[config.mk]
export PLATFORM = sky130hd
export DESIGN_NAME = bbr_fifo
export DESIGN_NICKNAME = d
export VERILOG_FILES = /design/src/rtl/bbr_fifo.sv
export SDC_FILE = /design/constraint.sdc
export NUM_CORES = 1
export LEC_CHECK = 0
export ABC_AREA = 1
export BUFFER_PORTS_ARGS = -buffer_cell sky130_fd_sc_hd__buf_2
export CORE_MARGIN = 4
export CORE_UTILIZATION = 60
export CTS_CLUSTER_SIZE = 30
export DETAILED_ROUTE_END_ITERATION = 12
export GPL_TIMING_DRIVEN = 1
export PLACE_DENSITY = 0.94
export SYNTH_ARGS = -nofsm -noshare
export SYNTH_HDL_FRONTEND = slang
export SYNTH_SLANG_ARGS = --single-unit
[constraint.sdc]
create_clock -name i_clk -period 4.8 [get_ports i_clk]
set_clock_uncertainty 0.1 [all_clocks]
set_input_delay 0.48 -clock i_clk [delete_from_list [all_inputs] [get_ports i_clk]]
set_output_delay 0.48 -clock i_clk [all_outputs]
set_load 0.005 [all_outputs]
[src/rtl/bbr_fifo.sv]
// bbr_fifo: small register queue between the front and the back of the blur
// no dependencies; push when full and pop when empty are ignored

module bbr_fifo #(
    parameter int WIDTH = 40,
    parameter int DEPTH = 4,
    localparam int PW = (DEPTH > 1) ? $clog2(DEPTH) : 1,
    localparam int CW = $clog2(DEPTH + 1)
) (
    input  logic             i_clk,
    input  logic             i_rst_n,
    input  logic             i_push,
    input  logic [WIDTH-1:0] i_data,
    output logic             o_full,
    input  logic             i_pop,
    output logic [WIDTH-1:0] o_data,
    output logic             o_valid
);

    logic [WIDTH-1:0] r_store [DEPTH];
    logic [PW-1:0]    r_wptr;
    logic [PW-1:0]    r_rptr;
    logic [CW-1:0]    r_count;
    logic             do_push;
    logic             do_pop;

    assign o_full  = (r_count == CW'(DEPTH));
    assign o_valid = (r_count != '0);
    assign do_push = i_push && !o_full;
    assign do_pop  = i_pop && o_valid;
    assign o_data  = r_store[r_rptr];

    always_ff @(posedge i_clk) begin
        if (do_push) begin
            r_store[r_wptr] <= i_data;
        end
    end

    always_ff @(posedge i_clk) begin
        if (!i_rst_n) begin
            r_wptr  <= '0;
            r_rptr  <= '0;
            r_count <= '0;
        end else begin
            if (do_push) begin
                r_wptr <= (r_wptr == PW'(DEPTH - 1)) ? '0 : r_wptr + PW'(1);
            end
            if (do_pop) begin
                r_rptr <= (r_rptr == PW'(DEPTH - 1)) ? '0 : r_rptr + PW'(1);
            end
            if (do_push && !do_pop) begin
                r_count <= r_count + CW'(1);
            end else if (do_pop && !do_push) begin
                r_count <= r_count - CW'(1);
            end
        end
    end

endmodule

# Word-level counts from Yosys, hierarchy flattened
# Memory sizes are Yosys's and may differ from the RTL's. A register that Yosys moved wholly into a read port is not among the register bits.
# Index checks and enable logic that the tools add are counted.
[classes]
addsub = 4
mul = 0
div_mod_pow = 0
n_lt_le_gt_ge = 0
eq_ne = 3
shift = 0
mux = 8
bitwise = 0
n_reduce_logical = 9
[op_table]
columns = ["operator", "n"]
rows = [
  ["$mux 2", 4],
  ["$mux 3", 2],
  ["$add 2x1->2 const B", 2],
  ["$eq 2x2->1 const B", 2],
  ["$logic_and 1x1->1", 4],
  ["$add 3x1->3 const B", 1],
  ["$eq 3x3->1 const B", 1],
  ["$logic_not 1->1", 3],
  ["$reduce_bool 3->1", 1],
  ["$sub 3x1->3 const B", 1],
  ["$mux 1", 2],
  ["$reduce_bool 2->1", 1],
]
[word_totals]
reg_bits = 7
latch_bits = 0
mem_bits_rw = 160
romBits = 0
in_bits = 44
mem_count = 1
[memory_table]
columns = ["memory", "words", "width", "rd", "rd_clocked_by_memory_dff", "write_ports", "line", "text"]
rows = [
  ["r_store", 4, 40, 1, 1, 1, "20", "logic [WIDTH-1:0] r_store [DEPTH];"],
]

# Depth between registers and ports, before layout
[logic_depth]
ltp_word = 7
depth_mapped = 13

# Least setup slack after synthesis
# No wires, ideal clock.
[synth_timing]
path_kind = "reg-to-reg"
startpoint = "reg r_count[1]"
endpoint = "mem r_store[0][0], enable pin"
setup_ns = 0.437
arrival_time_ns = 2.330
slack_ns = 1.932
path_stages_with_launch = 5
period_less_slack_ns = 2.868
cell_sequence = "dfxtp_1 nor2_1 nand2_1 nand2_2 nor2_1"
[synth_between]
elab_chain_cells = 5
[synth_rtl]
columns = ["item", "line", "text"]
rows = [
  ["from (decl)", "23", "logic [CW-1:0] r_count;"],
  ["from (signal assigned)", "52", "r_count <= r_count + CW'(1);"],
  ["from (signal assigned)", "54", "r_count <= r_count - CW'(1);"],
  ["$eq 3x3->1", "27", "assign o_full = (r_count == CW'(DEPTH));"],
  ["$logic_not 1->1", "29", "assign do_push = i_push && !o_full;"],
  ["$logic_and 1x1->1", "29", ""],
  ["$mux 1", "34", "if (do_push) begin"],
  ["$mux 1 (implied by the code)", "35", "r_store[r_wptr] <= i_data;"],
  ["to (decl)", "20", ""],
]
# Every way passes these cells.

==> results_dict.tcl <==
set metrics [dict create \
    power.static_leakage_uw 0.00271 \
    post_synth_cell_types 22 \
    critPathMaxFanout 50 \
    synthCells 458 \
    antenna-diode-count 0 \
    post-route-min-period_ns 3.04 \
    synth_seq_cells 169 \
    postCtsSetupBuffers 0 \
    cts-buffers-inserted 17 \
    finalPower_uw 4130 \
    die_area_um2 12700 \
    clock_tree.root_cell "sky130_fd_sc_hd__clkbuf_8" \
    power.switching_uw 1270 \
    net_total_in_the_final_layout 595 \
    core_um2 10500 \
    cts_buffer_depth 2 \
    clkTransAtPathRegs_ns 0.07 \
    path_class_of_the_lowest_slack_min_delay_path "in -> reg" \
    netSwitchingFraction_pct 30.8 \
    number_of_global_route_vias_before_repair 4139 \
    power_frac_comb_pct 24.2 \
    detail_route.wirelength_um 12900 \
    worstSetupPathType "reg -> out" \
    outcome "finished clean" \
    globalRouteTotalUtil_pct 21.0 \
    achievable-frequency_ghz 0.329 \
    drtPass1Iterations 5 \
    timing.slew.headroom_pct 35.4 \
    drt_iter0_drc 249 \
    synth_sequential_area_ratio_pct 76.1 \
    start_util_pct 62.6 \
    drtAntennaViolNets 0 \
    syn_nets 509 \
    timing_max_transition_violations_final 0 \
    grt_antenna_before_repair 2 \
    power_frac_clock_pct 29.9 \
    overflow 0 \
    pin_count 86 \
    grt_max_degree 81 \
    cts-hold-fix-buffers 0 \
    category_of_the_worst_setup_path_launch_point "flop" \
    routed_wl_per_cell_um 18.7 \
    port_buffers 85 \
    finalHoldViolations 0 \
    setup.worst_path.end_class "primary output" \
    seqCellArea_um2 4990 \
    seq_power_share_pct 45.9 \
    cp_data_arrival_time_ns 2.46 \
    gp_routability_congestion 0.807 \
    number_of_cell_rows 37 \
    mappedNetlistArea_um2 6550 \
    cp_data_required_time_ns 4.22 \
    max_slew.worst_pin.slew_ns 0.969 \
    multi_input_area_um2 1250 \
    tritoncts "yes" \
    chipHeight_um 112 \
    final_hpwl_dp_um 7940 \
    drive_gt1_share_pct 23.7 \
    area_growth_pct 14.6 \
    average_footprint_of_a_synthesized_cell_um2 14.3 \
    clock_tree.htree_level_count 4 \
    detailedPlace.worstSlack_ns 2.34 \
    cellInternalPower_uw 2860 \
    fillCellCount 689 \
    final.setup.tns_ns 0 \
    post-route-period-util_pct 63.2 \
    utilization_pct 71.7 \
    power_density_nw_per_um2 551 \
    timing.max_cap.violations 0 \
    num_vias 3985 \
    rsz0062_at_grt "no" \
    setup_slack_ns 1.76 \
    max-vdd-ir-drop_uv 325 \
    clkSinkCount 169 \
    post_cts_resized 0 \
    die_w_um 112 \
    finalSetupViolations 0 \
    remaining_drc_errors 0 \
    via_per_inst 5.75 \
    grt_pass1_wl_um 20300 \
    insertion_delay_ns 0.52 \
    synthesis.yosys.warnings 0 \
]
metal layers:
| layer | vias up | global-route usage (%) | share of wire (%) |
|---|---|---|---|
| met1 | 1949 | 24.0 | 39 |
| met2 | 143 | 37.2 | 53 |
| li1 | 1864 | - | - |
| met4 | 4 | 7.69 | 1.7 |
| met5 | - | 0 | 0.25 |
| met3 | 25 | 6.52 | 6.1 |
state kept, by name, indices dropped and copies added (netlist names), named ones only:
register and cells:
r_store 160, r_wptr 2, r_count 3, r_rptr 2
final timing paths:
kind / startpoint / endpoint / slack [ns] / cells after the start
hold / removal: i_data[37] / r_store[2][37] / 0.07 / 1
hold reg to reg: r_count[1] / r_count[1] / 0.43 / 2
setup reg to reg: r_count[0] / r_store[0][24] / 2.55 / 5
setup / recovery: flop / o_data[7] / 1.76 / 4
cell families after synthesis:
group | count (synthesis) | share of synthesized area, %
compound gates | 124 | 10.4
fa+ha+maj | 7 | 1.45
buf+inv | 43 | 5.29
flops | 169 | 76.1
simple gates | 115 | 6.78
area by class of cell:
class / instances / area share (%)
Clock buffer: 18 / 5.57
Clock inverter: 14 / 1.67
Inverter: 18 / 1.07
Sequential cell: 169 / 66.4
Multi-Input combinational cell: 246 / 16.6
Timing Repair Buffer: 92 / 6.37
Tap cell: 136 / 2.27
per-stage QoR:
stage               hold WS (ns)  instance area (um^2)  cells
floorplan                  0.380                  6550    458
global placement           0.389                  6960    661
detailed placement         0.422                  6960    661
CTS                       0.0456                  7500    693
global route              0.0435                  7500    693
finish                    0.0684                  7500    693
cell usage in the layout (no fill, tap or decap):
cell type                    instances
sky130_fd_sc_hd__edfxtp_1          160
sky130_fd_sc_hd__nor2_1             93
sky130_fd_sc_hd__buf_2              85
sky130_fd_sc_hd__o21ai_0            42
sky130_fd_sc_hd__o22ai_1            40
sky130_fd_sc_hd__o21ai_1            38
sky130_fd_sc_hd__inv_1              17
sky130_fd_sc_hd__clkbuf_16          16
sky130_fd_sc_hd__nand2_1            13
sky130_fd_sc_hd__dfxtp_1             8
sky130_fd_sc_hd__buf_4               7
sky130_fd_sc_hd__ha_1                6
sky130_fd_sc_hd__nor2_4              4
sky130_fd_sc_hd__clkinv_4            4
sky130_fd_sc_hd__inv_6               3
sky130_fd_sc_hd__clkinv_2            3
sky130_fd_sc_hd__nand2_2             2
sky130_fd_sc_hd__o21ai_2             2
sky130_fd_sc_hd__a21oi_1             2
sky130_fd_sc_hd__clkinvlp_4          2
sky130_fd_sc_hd__inv_12              1
sky130_fd_sc_hd__nand3b_1            1
sky130_fd_sc_hd__nand3_1             1
sky130_fd_sc_hd__nand4_1             1
sky130_fd_sc_hd__fa_1                1
sky130_fd_sc_hd__dfxtp_2             1
sky130_fd_sc_hd__clkbuf_8            1
sky130_fd_sc_hd__clkbuf_1            1
sky130_fd_sc_hd__bufinv_16           1
sky130_fd_sc_hd__clkinv_1            1
power groups by stage:
stage                     sequential [uW]  clock (uW)  combinational [uW]
after floorplan                      1880           0                 734
after CTS                            1890        1250                1020
after detailed placement             1920           0                1010
after global routing                 1910        1320                1110
final                                1900        1240                1000
after global placement               1910           0                 961
critical path: stages (launching register included):
cell and delay [ns]:
sky130_fd_sc_hd__dfxtp_2 0.96, sky130_fd_sc_hd__buf_4 0.44, sky130_fd_sc_hd__o21ai_0 0.14, sky130_fd_sc_hd__o22ai_1 0.21, sky130_fd_sc_hd__buf_2 0.15
synthesized netlist by cell type, drive strengths merged:
cell type  count  area (um^2)
nand3          1         5.00
o21ai         82          418
fa             1         20.0
nand3b         1         7.51
nand4          1         6.26
buf           25          267
dfxtp          9          180
inv           18         80.1
edfxtp       160         4800
a21oi          2         10.0
ha             6         75.1
o22ai         40          250
nor2          97          364
nand2         15         61.3
Power figures use the tool's default switching activity.
