File: config.mk
export PLATFORM = sky130hd
export DESIGN_NAME = bbr_front_flat
export DESIGN_NICKNAME = d
export VERILOG_FILES = /design/src/rtl/bbr_pkg.sv /design/src/rtl/bbr_ifs.sv /design/src/rtl/bbr_front.sv /design/src/flat_wrapper.sv
export SDC_FILE = /design/constraint.sdc
export NUM_CORES = 1
export LEC_CHECK = 0
export BUFFER_PORTS_ARGS = -buffer_cell sky130_fd_sc_hd__buf_2
export CELL_PAD_IN_SITES_DETAIL_PLACEMENT = 0
export CELL_PAD_IN_SITES_GLOBAL_PLACEMENT = 2
export CORE_UTILIZATION = 27
export DETAILED_ROUTE_END_ITERATION = 10
export MAX_ROUTING_LAYER = met4
export PLACE_DENSITY_LB_ADDON = 0.2
export SYNTH_ARGS = -nofsm -noshare
export SYNTH_HDL_FRONTEND = slang
export SYNTH_SLANG_ARGS = --single-unit
File: constraint.sdc
create_clock -name i_clk -period 2.6 [get_ports i_clk]
set_input_delay 0 -clock i_clk [delete_from_list [all_inputs] [get_ports i_clk]]
set_output_delay 0 -clock i_clk [all_outputs]
set_load 0.01 [all_outputs]
File: src/rtl/bbr_pkg.sv
// bbr_pkg: shared types and constants for the 3x3 rgb box blur
// no dependencies; imported by the interfaces and by bbr_front, bbr_back and the core

package bbr_pkg;

    localparam int CH_W          = 8;
    localparam int PIX_W         = 3 * CH_W;
    localparam int CFG_W_W       = 11;
    localparam int CFG_H_W       = 13;
    // input row counter runs up to height plus one while draining
    localparam int ROW_W         = CFG_H_W + 1;
    localparam int MAX_WIDTH_DEF = 1024;
    localparam int QUEUE_DEPTH   = 4;
    localparam int APB_AW        = 3;
    localparam int APB_DW        = 32;

    localparam logic [CFG_W_W-1:0] WIDTH_RESET  = CFG_W_W'(640);
    localparam logic [CFG_H_W-1:0] HEIGHT_RESET = CFG_H_W'(480);

    // register index codes, taken from paddr[2]
    localparam logic REG_IDX_WIDTH  = 1'b0;
    localparam logic REG_IDX_HEIGHT = 1'b1;

    typedef struct packed {
        logic [CH_W-1:0] red;
        logic [CH_W-1:0] green;
        logic [CH_W-1:0] blue;
    } t_pixel;

    typedef struct packed {
        logic emit;
        logic blur;
        logic frame_end;
    } t_op_ctl;

endpackage

File: src/rtl/bbr_ifs.sv
// bbr_ifs: valid/ready channel interfaces for pixels in and results out
// depends on bbr_pkg

interface bbr_in_if;
    import bbr_pkg::*;

    logic            valid;
    logic            ready;
    logic            flush;
    logic [CH_W-1:0] red;
    logic [CH_W-1:0] green;
    logic [CH_W-1:0] blue;

    modport source (output valid, flush, red, green, blue, input ready);
    modport sink   (input valid, flush, red, green, blue, output ready);
endinterface


File: src/rtl/bbr_front.sv
// bbr_front: takes pixel and flush transactions, tracks the raster position
// and issues one window step per pixel, or per transaction while draining, to the queue; depends on bbr_pkg, bbr_ifs

module bbr_front #(
    parameter int MAX_WIDTH = bbr_pkg::MAX_WIDTH_DEF,
    localparam int COL_W = $clog2(MAX_WIDTH)
) (
    input  logic                         i_clk,
    input  logic                         i_rst_n,
    bbr_in_if.sink                       i_pix,
    input  logic                         i_cfg_wr,
    input  logic [bbr_pkg::CFG_W_W-1:0]  i_width_cfg,
    input  logic [bbr_pkg::CFG_H_W-1:0]  i_height_cfg,
    input  logic                         i_full,
    output logic                         o_push,
    output bbr_pkg::t_pixel              o_op_pix,
    output logic [COL_W-1:0]             o_op_col,
    output bbr_pkg::t_op_ctl             o_op_ctl
);
    import bbr_pkg::*;

    localparam int XW = (COL_W > CFG_W_W) ? COL_W + 1 : CFG_W_W + 1;

    logic [COL_W-1:0]   r_col;
    logic [ROW_W-1:0]   r_row;
    logic               r_pend;
    logic [COL_W-1:0]   n_col;
    logic [ROW_W-1:0]   n_row;
    logic               n_pend;

    logic [CFG_W_W-1:0] eff_w;
    logic [ROW_W-1:0]   eff_h;
    logic [XW-1:0]      col_x;
    logic [XW-1:0]      w_x;
    logic               done;
    logic               emit;
    logic               blur;
    logic               fend;
    logic               wrap;
    logic               accept;
    logic               adv;

    always_comb begin
        eff_w = i_width_cfg;
        if (i_width_cfg == '0) begin
            eff_w = CFG_W_W'(1);
        end else if (32'(i_width_cfg) > 32'(MAX_WIDTH)) begin
            eff_w = CFG_W_W'(MAX_WIDTH);
        end
    end

    assign eff_h = (i_height_cfg == '0) ? ROW_W'(1) : ROW_W'(i_height_cfg);
    assign col_x = XW'(r_col);
    assign w_x   = XW'(eff_w);

    // all rows of the frame are in: every further transaction drains
    assign done = (r_row >= eff_h);
    assign emit = (r_row >= ROW_W'(2)) || ((r_row == ROW_W'(1)) && (r_col != '0));
    assign blur = (col_x >= XW'(2)) && (col_x + XW'(1) <= w_x) &&
                  (r_row >= ROW_W'(2)) && (r_row + ROW_W'(1) <= eff_h);
    // result for the bottom right pixel leaves at column zero two rows below it
    assign fend = (r_col == '0) && (r_row == eff_h + ROW_W'(1));
    assign wrap = (col_x + XW'(1) >= w_x);

    assign i_pix.ready = !i_full && !r_pend;
    assign accept      = i_pix.valid && i_pix.ready;
    assign adv         = (accept && (done || !i_pix.flush)) || (r_pend && !i_full);

    assign o_push            = adv;
    assign o_op_col          = r_col;
    assign o_op_ctl.emit      = emit;
    assign o_op_ctl.blur      = blur;
    assign o_op_ctl.frame_end = fend;

    always_comb begin
        o_op_pix = '0;
        if (!done) begin
            o_op_pix.red   = i_pix.red;
            o_op_pix.green = i_pix.green;
            o_op_pix.blue  = i_pix.blue;
        end
    end

    always_comb begin
        n_col  = r_col;
        n_row  = r_row;
        n_pend = r_pend;
        if (i_cfg_wr) begin
            n_col  = '0;
            n_row  = '0;
            n_pend = 1'b0;
        end else begin
            if (adv) begin
                if (emit && fend) begin
                    n_col = '0;
                    n_row = '0;
                end else if (wrap) begin
                    n_col = '0;
                    n_row = r_row + ROW_W'(1);
                end else begin
                    n_col = r_col + COL_W'(1);
                end
            end
            // single row frame: a draining transaction at column zero needs a second empty step
            if (accept && done && !emit) begin
                n_pend = 1'b1;
            end else if (r_pend && !i_full) begin
                n_pend = 1'b0;
            end
        end
    end

    always_ff @(posedge i_clk) begin
        if (!i_rst_n) begin
            r_col  <= '0;
            r_row  <= '0;
            r_pend <= 1'b0;
        end else begin
            r_col  <= n_col;
            r_row  <= n_row;
            r_pend <= n_pend;
        end
    end

endmodule

File: src/flat_wrapper.sv
// flat-port wrapper written by rule: the top's interface ports become plain ports
module bbr_front_flat import bbr_pkg::*;
#(
    parameter int MAX_WIDTH = bbr_pkg::MAX_WIDTH_DEF,
    localparam int COL_W = $clog2(MAX_WIDTH)
)
  (i_clk, i_rst_n, i_cfg_wr, i_width_cfg, i_height_cfg, i_full, o_push, o_op_pix, o_op_col, o_op_ctl, i_pix_valid, i_pix_flush, i_pix_red, i_pix_green, i_pix_blue, i_pix_ready);
  bbr_in_if i_pix_i ();
  input  logic i_clk;
  input  logic i_rst_n;
  input  logic i_cfg_wr;
  input  logic [bbr_pkg::CFG_W_W-1:0] i_width_cfg;
  input  logic [bbr_pkg::CFG_H_W-1:0] i_height_cfg;
  input  logic i_full;
  output logic o_push;
  output bbr_pkg::t_pixel o_op_pix;
  output logic [COL_W-1:0] o_op_col;
  output bbr_pkg::t_op_ctl o_op_ctl;
  input wire logic [$bits(i_pix_i.valid)-1:0] i_pix_valid;
  input wire logic [$bits(i_pix_i.flush)-1:0] i_pix_flush;
  input wire logic [$bits(i_pix_i.red)-1:0] i_pix_red;
  input wire logic [$bits(i_pix_i.green)-1:0] i_pix_green;
  input wire logic [$bits(i_pix_i.blue)-1:0] i_pix_blue;
  output wire logic [$bits(i_pix_i.ready)-1:0] i_pix_ready;
  assign i_pix_i.valid = i_pix_valid;
  assign i_pix_i.flush = i_pix_flush;
  assign i_pix_i.red = i_pix_red;
  assign i_pix_i.green = i_pix_green;
  assign i_pix_i.blue = i_pix_blue;
  assign i_pix_ready = i_pix_i.ready;
  bbr_front #(.MAX_WIDTH(MAX_WIDTH)) u_core (.i_clk(i_clk), .i_rst_n(i_rst_n), .i_pix(i_pix_i), .i_cfg_wr(i_cfg_wr), .i_width_cfg(i_width_cfg), .i_height_cfg(i_height_cfg), .i_full(i_full), .o_push(o_push), .o_op_pix(o_op_pix), .o_op_col(o_op_col), .o_op_ctl(o_op_ctl));
endmodule
Word level (Yosys, flattened, before mapping)
Cells that the tools add are included.
{ "word_totals": {"in_bits": 54, "word_cells": 54, "out_inout_bits": 39, "ff_bits": 25} }
{ "op_classes": {"n_eq_ne": 2, "n_reduce_logical": 27, "order_cmp": 7, "n_mux": 10, "bitwise": 1, "add_sub_neg": 4} }
{ "op_table": {"columns": ["operator", "n"], "rows": [
  ["14-bit by 1-bit adder with 14-bit output (second input constant)", 2],
  ["14-bit two-way mux", 2],
  ["24-bit two-way mux", 1],
  ["11-bit two-way mux", 2],
  ["10-bit two-way mux", 2],
  ["14-bit by 1-bit == test with 1-bit output (second input constant)", 1],
  ["14-bit == test", 1],
  ["14-bit >= comparator", 1],
  ["14-bit by 2-bit >= comparator with 1-bit output (second input constant)", 1],
  ["14-bit <= comparator", 1],
  ["13-bit zero test", 1],
  ["13-bit two-way mux", 1],
  ["12-bit by 11-bit >= comparator with 1-bit output", 1],
  ["12-bit by 11-bit <= comparator with 1-bit output", 1],
  ["1-bit logical AND", 12],
  ["10-bit by 1-bit adder with 11-bit output (second input constant)", 1],
  ["11-bit > comparator (second input constant)", 1],
  ["11-bit zero test", 1],
  ["10-bit by 1-bit adder with 10-bit output (second input constant)", 1],
  ["10-bit by 2-bit >= comparator with 1-bit output (second input constant)", 1],
  ["10-bit zero test", 1],
  ["10-bit nonzero test", 1],
  ["1-bit zero test", 4],
  ["2-bit nonzero test", 2],
  ["other kinds (5)", 8]
]} }

Depth between registers and ports, before layout
{ "logic_depth": {"word_depth": 8, "ltp_mapped": 14} }

Least setup slack after synthesis
Ideal clock, no wire load.
{ "synth_path": {"path_kind": "flip-flop to flip-flop", "start": "register u_core.r_col[2], in the netlist u_core.o_op_col[2]", "end": "register u_core.r_col[2], in the netlist u_core.o_op_col[2]", "period_less_slack_ns": 2.767, "setup_slack_ns": -0.167, "t_required_ns": 2.521, "setup_ns": 0.079, "t_arrival_ns": 2.688, "path_stages_with_launch": 13, "path_cell_list": "dfxtp_1 > and3_1 > and3_1 > nand3_1 > xnor2_1 > ha_1 > a21o_1 > a21oi_1 > o21ai_0 > nor2_1 > clkbuf_1 > nand4b_1 > o211ai_1"} }
{ "synth_between": {"elab_chain_cells": 5} }
{ "synth_lines": {"columns": ["element", "line_no", "rtl"], "rows": [
  ["start, declared", "bbr_front.sv:24", "logic [COL_W-1:0] r_col;"],
  ["start signal, assigned", "bbr_front.sv:119", "r_col <= n_col;"],
  ["parallel branches: the longest is 4 deep, another holds 12-bit by 11-bit >= comparator with 1-bit output", null, null],
  ["10-bit two-way mux (*)", "bbr_front.sv:94", "if (emit && fend) begin"]
]} }
Every way passes the cells marked *.
A chain may end at the register's enable or synchronous reset.

==> metrics.md <==
| Metric | Value |
|---|---|
| Outcome | finished, violations left |
| Failing checks | setup timing |
| Syn_nets | approximately 560 |
| Post-synthesis sequential area ratio | 14.5% |
| Final slew viol count | 0 |
| Clk pwr share | around 33% |
| Area after DPL | ~4800 um^2 |
| Initial antenna violation count | 0 |
| WP data arrival | roughly 2.8 ns |
| Max rail drop VDD | roughly 0.00024 V |
| Final Cell Area | roughly 6000 um^2 |
| CTS clock-pin slew for the worst setup and hold paths | about 0.07 ns |
| Post-synthesis xor/xnor area fraction | roughly 7.4% |
| ANT nets after route | 0 |
| Max_cap viols | 0 |
| Share of cells above drive strength 1 | a little over half |
| Cell family with most CP delay | simple AND/OR/NAND/NOR gates |
| Syn Area/Cell | around 7.4 um^2 |
| Antenna diode count | 0 |
| Most frequent cell after synthesis | ha_1 |
| Crit path time final | around 2.8 ns |
| Logic gate share of total power | 33.2% |
| Skew-Pair Late Insertion Delay | about 0.27 ns |
| CP endpoint kind | output pin |
| Synth Area in Adders | between 15 and 20% |
| Worst min path class | input port to register |
| Final Non-Filler Cells | 833 |
| Worst hold slack | ~0.0074 ns |
| Main combinational cell family by area after synthesis | simple AND/OR/NAND/NOR gates |
| # port buffers | between 90 and 100 |
| Compound-Gate Fraction of Synth Area | approximately 16% |
| Psw | 343 uW |
| Share of synthesized flip-flops with an asynchronous set or reset | 0% |
| Root Driver | clkbuf_16 |
| RSZ-0062 raised after global routing | true |
| Largest net degree at the start of global routing | 40 |
| Area leader, netlist | ha_1 |
| Vias in the first global route | 4004 |
| Final setup fails | 15 |
| Worst stage delay on the critical path | roughly 0.37 ns |
| Critical path type | register to output pin |
| Area Growth Syn to Fin | 74.6% |
| Core Region | between 10000 and 15000 um^2 |
| Crit-path cells | and3_4 > and3_4 > nand3_4 > xnor2_4 > ha_4 > a21o_1 > a21oi_2 > o21ai_2 > buf_4 > a21oi_2 > a21oi_2 > nor3_2 > buf_2 |
| Measured slew at the worst slew-check pin | approximately 0.48 ns |
| Pre-CTS WS | -0.357 ns |
| Power, Total | approximately 1100 uW |
| Drt pass-1 iters | 8 |
| DIE WIDTH | 115 um |
| Synth Warn # | 0 |
| Drt drc | 0 |
| Dpl hpwl | 9660 um |
| Tcrit/Tclk final | 108% |
| Setup slack after layout | -0.200 ns |
| Total number of vias | around 4200 |
| Routed WL per cell | 15.6 um |
| Crit start category | register |
| Total gr overflow | 0 |
| Ys flop type | dfxtp_1 |
| Io pins | 93 |
| Clock sinks | 25 |
| DRT iter0 DRCs | around 150 |
| Clk_skew | 0.00768 ns |
| Dpl cells | 798 |
| CTS tree | built |
| Sequential group share of total power | between 30% and 40% |
| P_int | between 700 and 800 uW |
| WP data required | roughly 2.6 ns |
| Share of the synthesized area in the top cell type | between 10% and 20% |
| Die Y | 115 um |
| CP bufs+invs | 2 |
| PwrDens | 185 nW/um^2 |
| Relative slew margins | 67.8% |
| Final net count | 765 |
| Crit path max fanout | 3 |
| Cts bufs inserted | 3 |
| H-tree depth | 1 |
| Distinct cell type count after synthesis | 63 |
| P_leak | approximately 0.0028 uW |
| Mux contribution to synthesized area | less than 1% |
| Commonest cells post-synth | 45 x ha_1, 37 x nand3_1, 35 x inv_1 |
| Post-Synth Simple-Gate Area | 36.0% |
| DIE AREA | 13200 um^2 |
| Rows | 40 |
| First-pass GRT wire length | slightly below 20000 um |
| Vias/cell | around 5.0 |
| Sw Ratio | just over 30% |
| Total global-route track usage | a little under a fifth |
| Mapped Area | roughly 3400 um^2 |
| Maximum clock frequency | ~360 MHz |
| Final Hold Viols | 0 |
| Largest cells by area after synthesis | ha_1 16%, dfxtp_1 15%, nand4_1 5.6% |
| Post-synth EDFFs | 0 |
| Seq cells post-synth | 25 |
| Total Wirelength | between 10000 and 15000 um |
| CP max-delay cell | dfxtp_4 |
| Filler cells | roughly 1200 |
| Longest Clk Path Bufs | 2 |
| Initial cell density of the core | ~28% |
| Syn Inst Count | 463 |
| Final GP Congestion | approximately 0.84 |
| Crit-path most repeated cell | a21oi_2 |
## stage by stage
stage	TNS (ns)	utilization, %
global route	-3.57	49.2
CTS	-0.901	42.5
global placement	-6.71	39.1
finish	-0.501	49.2
detailed placement	-6.88	39.1
floorplan	-0.00663	-
## layout make-up
cell class / count / area [um^2] / area share [%]
Clock buffer: 3 / 75.1 / 1.25
Clock inverter: 1 / 5.00 / 0.0832
Inverter: 38 / 145 / 2.41
Multi-Input combinational cell: 370 / 3370 / 56.1
Sequential cell: 25 / 522 / 8.68
Tap cell: 168 / 210 / 3.50
Timing Repair Buffer: 228 / 1680 / 28.0
## routing by layer
layer | track usage, % | share of wire (%) | wire length (um)
met4 | 6.06 | 1.9 | 250
met2 | 33.7 | 52 | 6700
met1 | 22.5 | 45 | 5790
met5 | - | 0 | 0
met3 | 0.791 | 1.9 | 253
## tightest hold or removal path: cells and delay by family
family                 cells  cell delay [ns]
buffers and inverters      1             0.11
AO/OA/AOI/OAI              1             0.07
AND/OR/NAND/NOR            1             0.07
## cells by family after synthesis
logic type	count (synthesis)
muxes	1
xor gates and xnor gates	29
buffers and inverters	69
DFF	25
and+or+nand+nor	215
AOI/OAI and AO/OA	79
adders and majority gates	45
## timing repair
action | 4_1_cts | 5_1_grt
setup endpoints to repair | 50 | 27
gates resized for setup | 58 | 107
hold buffers | 0 | 0
pin swaps | 24 | 53
setup buffers | 9 | 18
gates cloned | 0 | 5
## power groups by stage
stage	sequential [uW]	combinational [uW]	clock, uW
final	380	370	363
after global routing	380	404	374
after CTS	383	305	368
after detailed placement	392	287	0
after global placement	392	284	0
after floorplan	393	143	0
## registers in the layout, indices dropped and copies added, names as in the netlist
signal,cells
u_core.o_op_col,10
u_core.r_pend,1
u_core.r_row,14
## path summary, 6_finish.rpt
path         slack, ns  cells after the start              end          startpoint
min              0.007                      3    u_core.r_pend              i_full
max              -0.20                     13      o_op_ctl[1]  u_core.o_op_col[1]
max reg2reg      -0.04                     11  u_core.r_row[7]     u_core.r_row[0]
min reg2reg       0.54                      2    u_core.r_pend       u_core.r_pend
## cell usage in the layout, fill, tap and decap left out, drive strengths merged, types with 2 or more instances in the layout
cell | netlist | routed
a211o | 3 | 3
a211oi | 2 | 2
a21boi | 2 | 2
a21o | 6 | 6
a21oi | 16 | 16
a221oi | 2 | 2
a2bb2oi | 2 | 2
a311o | 2 | 2
a31oi | 4 | 4
a32oi | 6 | 6
and2 | 26 | 26
and3 | 7 | 7
and4 | 5 | 5
buf | 16 | 225
clkbuf | 15 | 6
clkinv | 1 | 2
dfxtp | 25 | 25
ha | 45 | 45
inv | 37 | 37
nand2 | 34 | 34
nand2b | 5 | 5
nand3 | 38 | 38
nand3b | 2 | 2
nand4 | 32 | 32
nand4b | 7 | 8
nor2 | 24 | 24
nor2b | 3 | 3
nor3 | 11 | 11
nor4 | 12 | 12
nor4b | 2 | 2
o211ai | 11 | 11
o21a | 2 | 2
o21ai | 9 | 9
o221ai | 2 | 2
o22ai | 3 | 3
or4 | 3 | 3
xnor2 | 15 | 15
xor2 | 14 | 14
(Power assumes the default switching activity.)
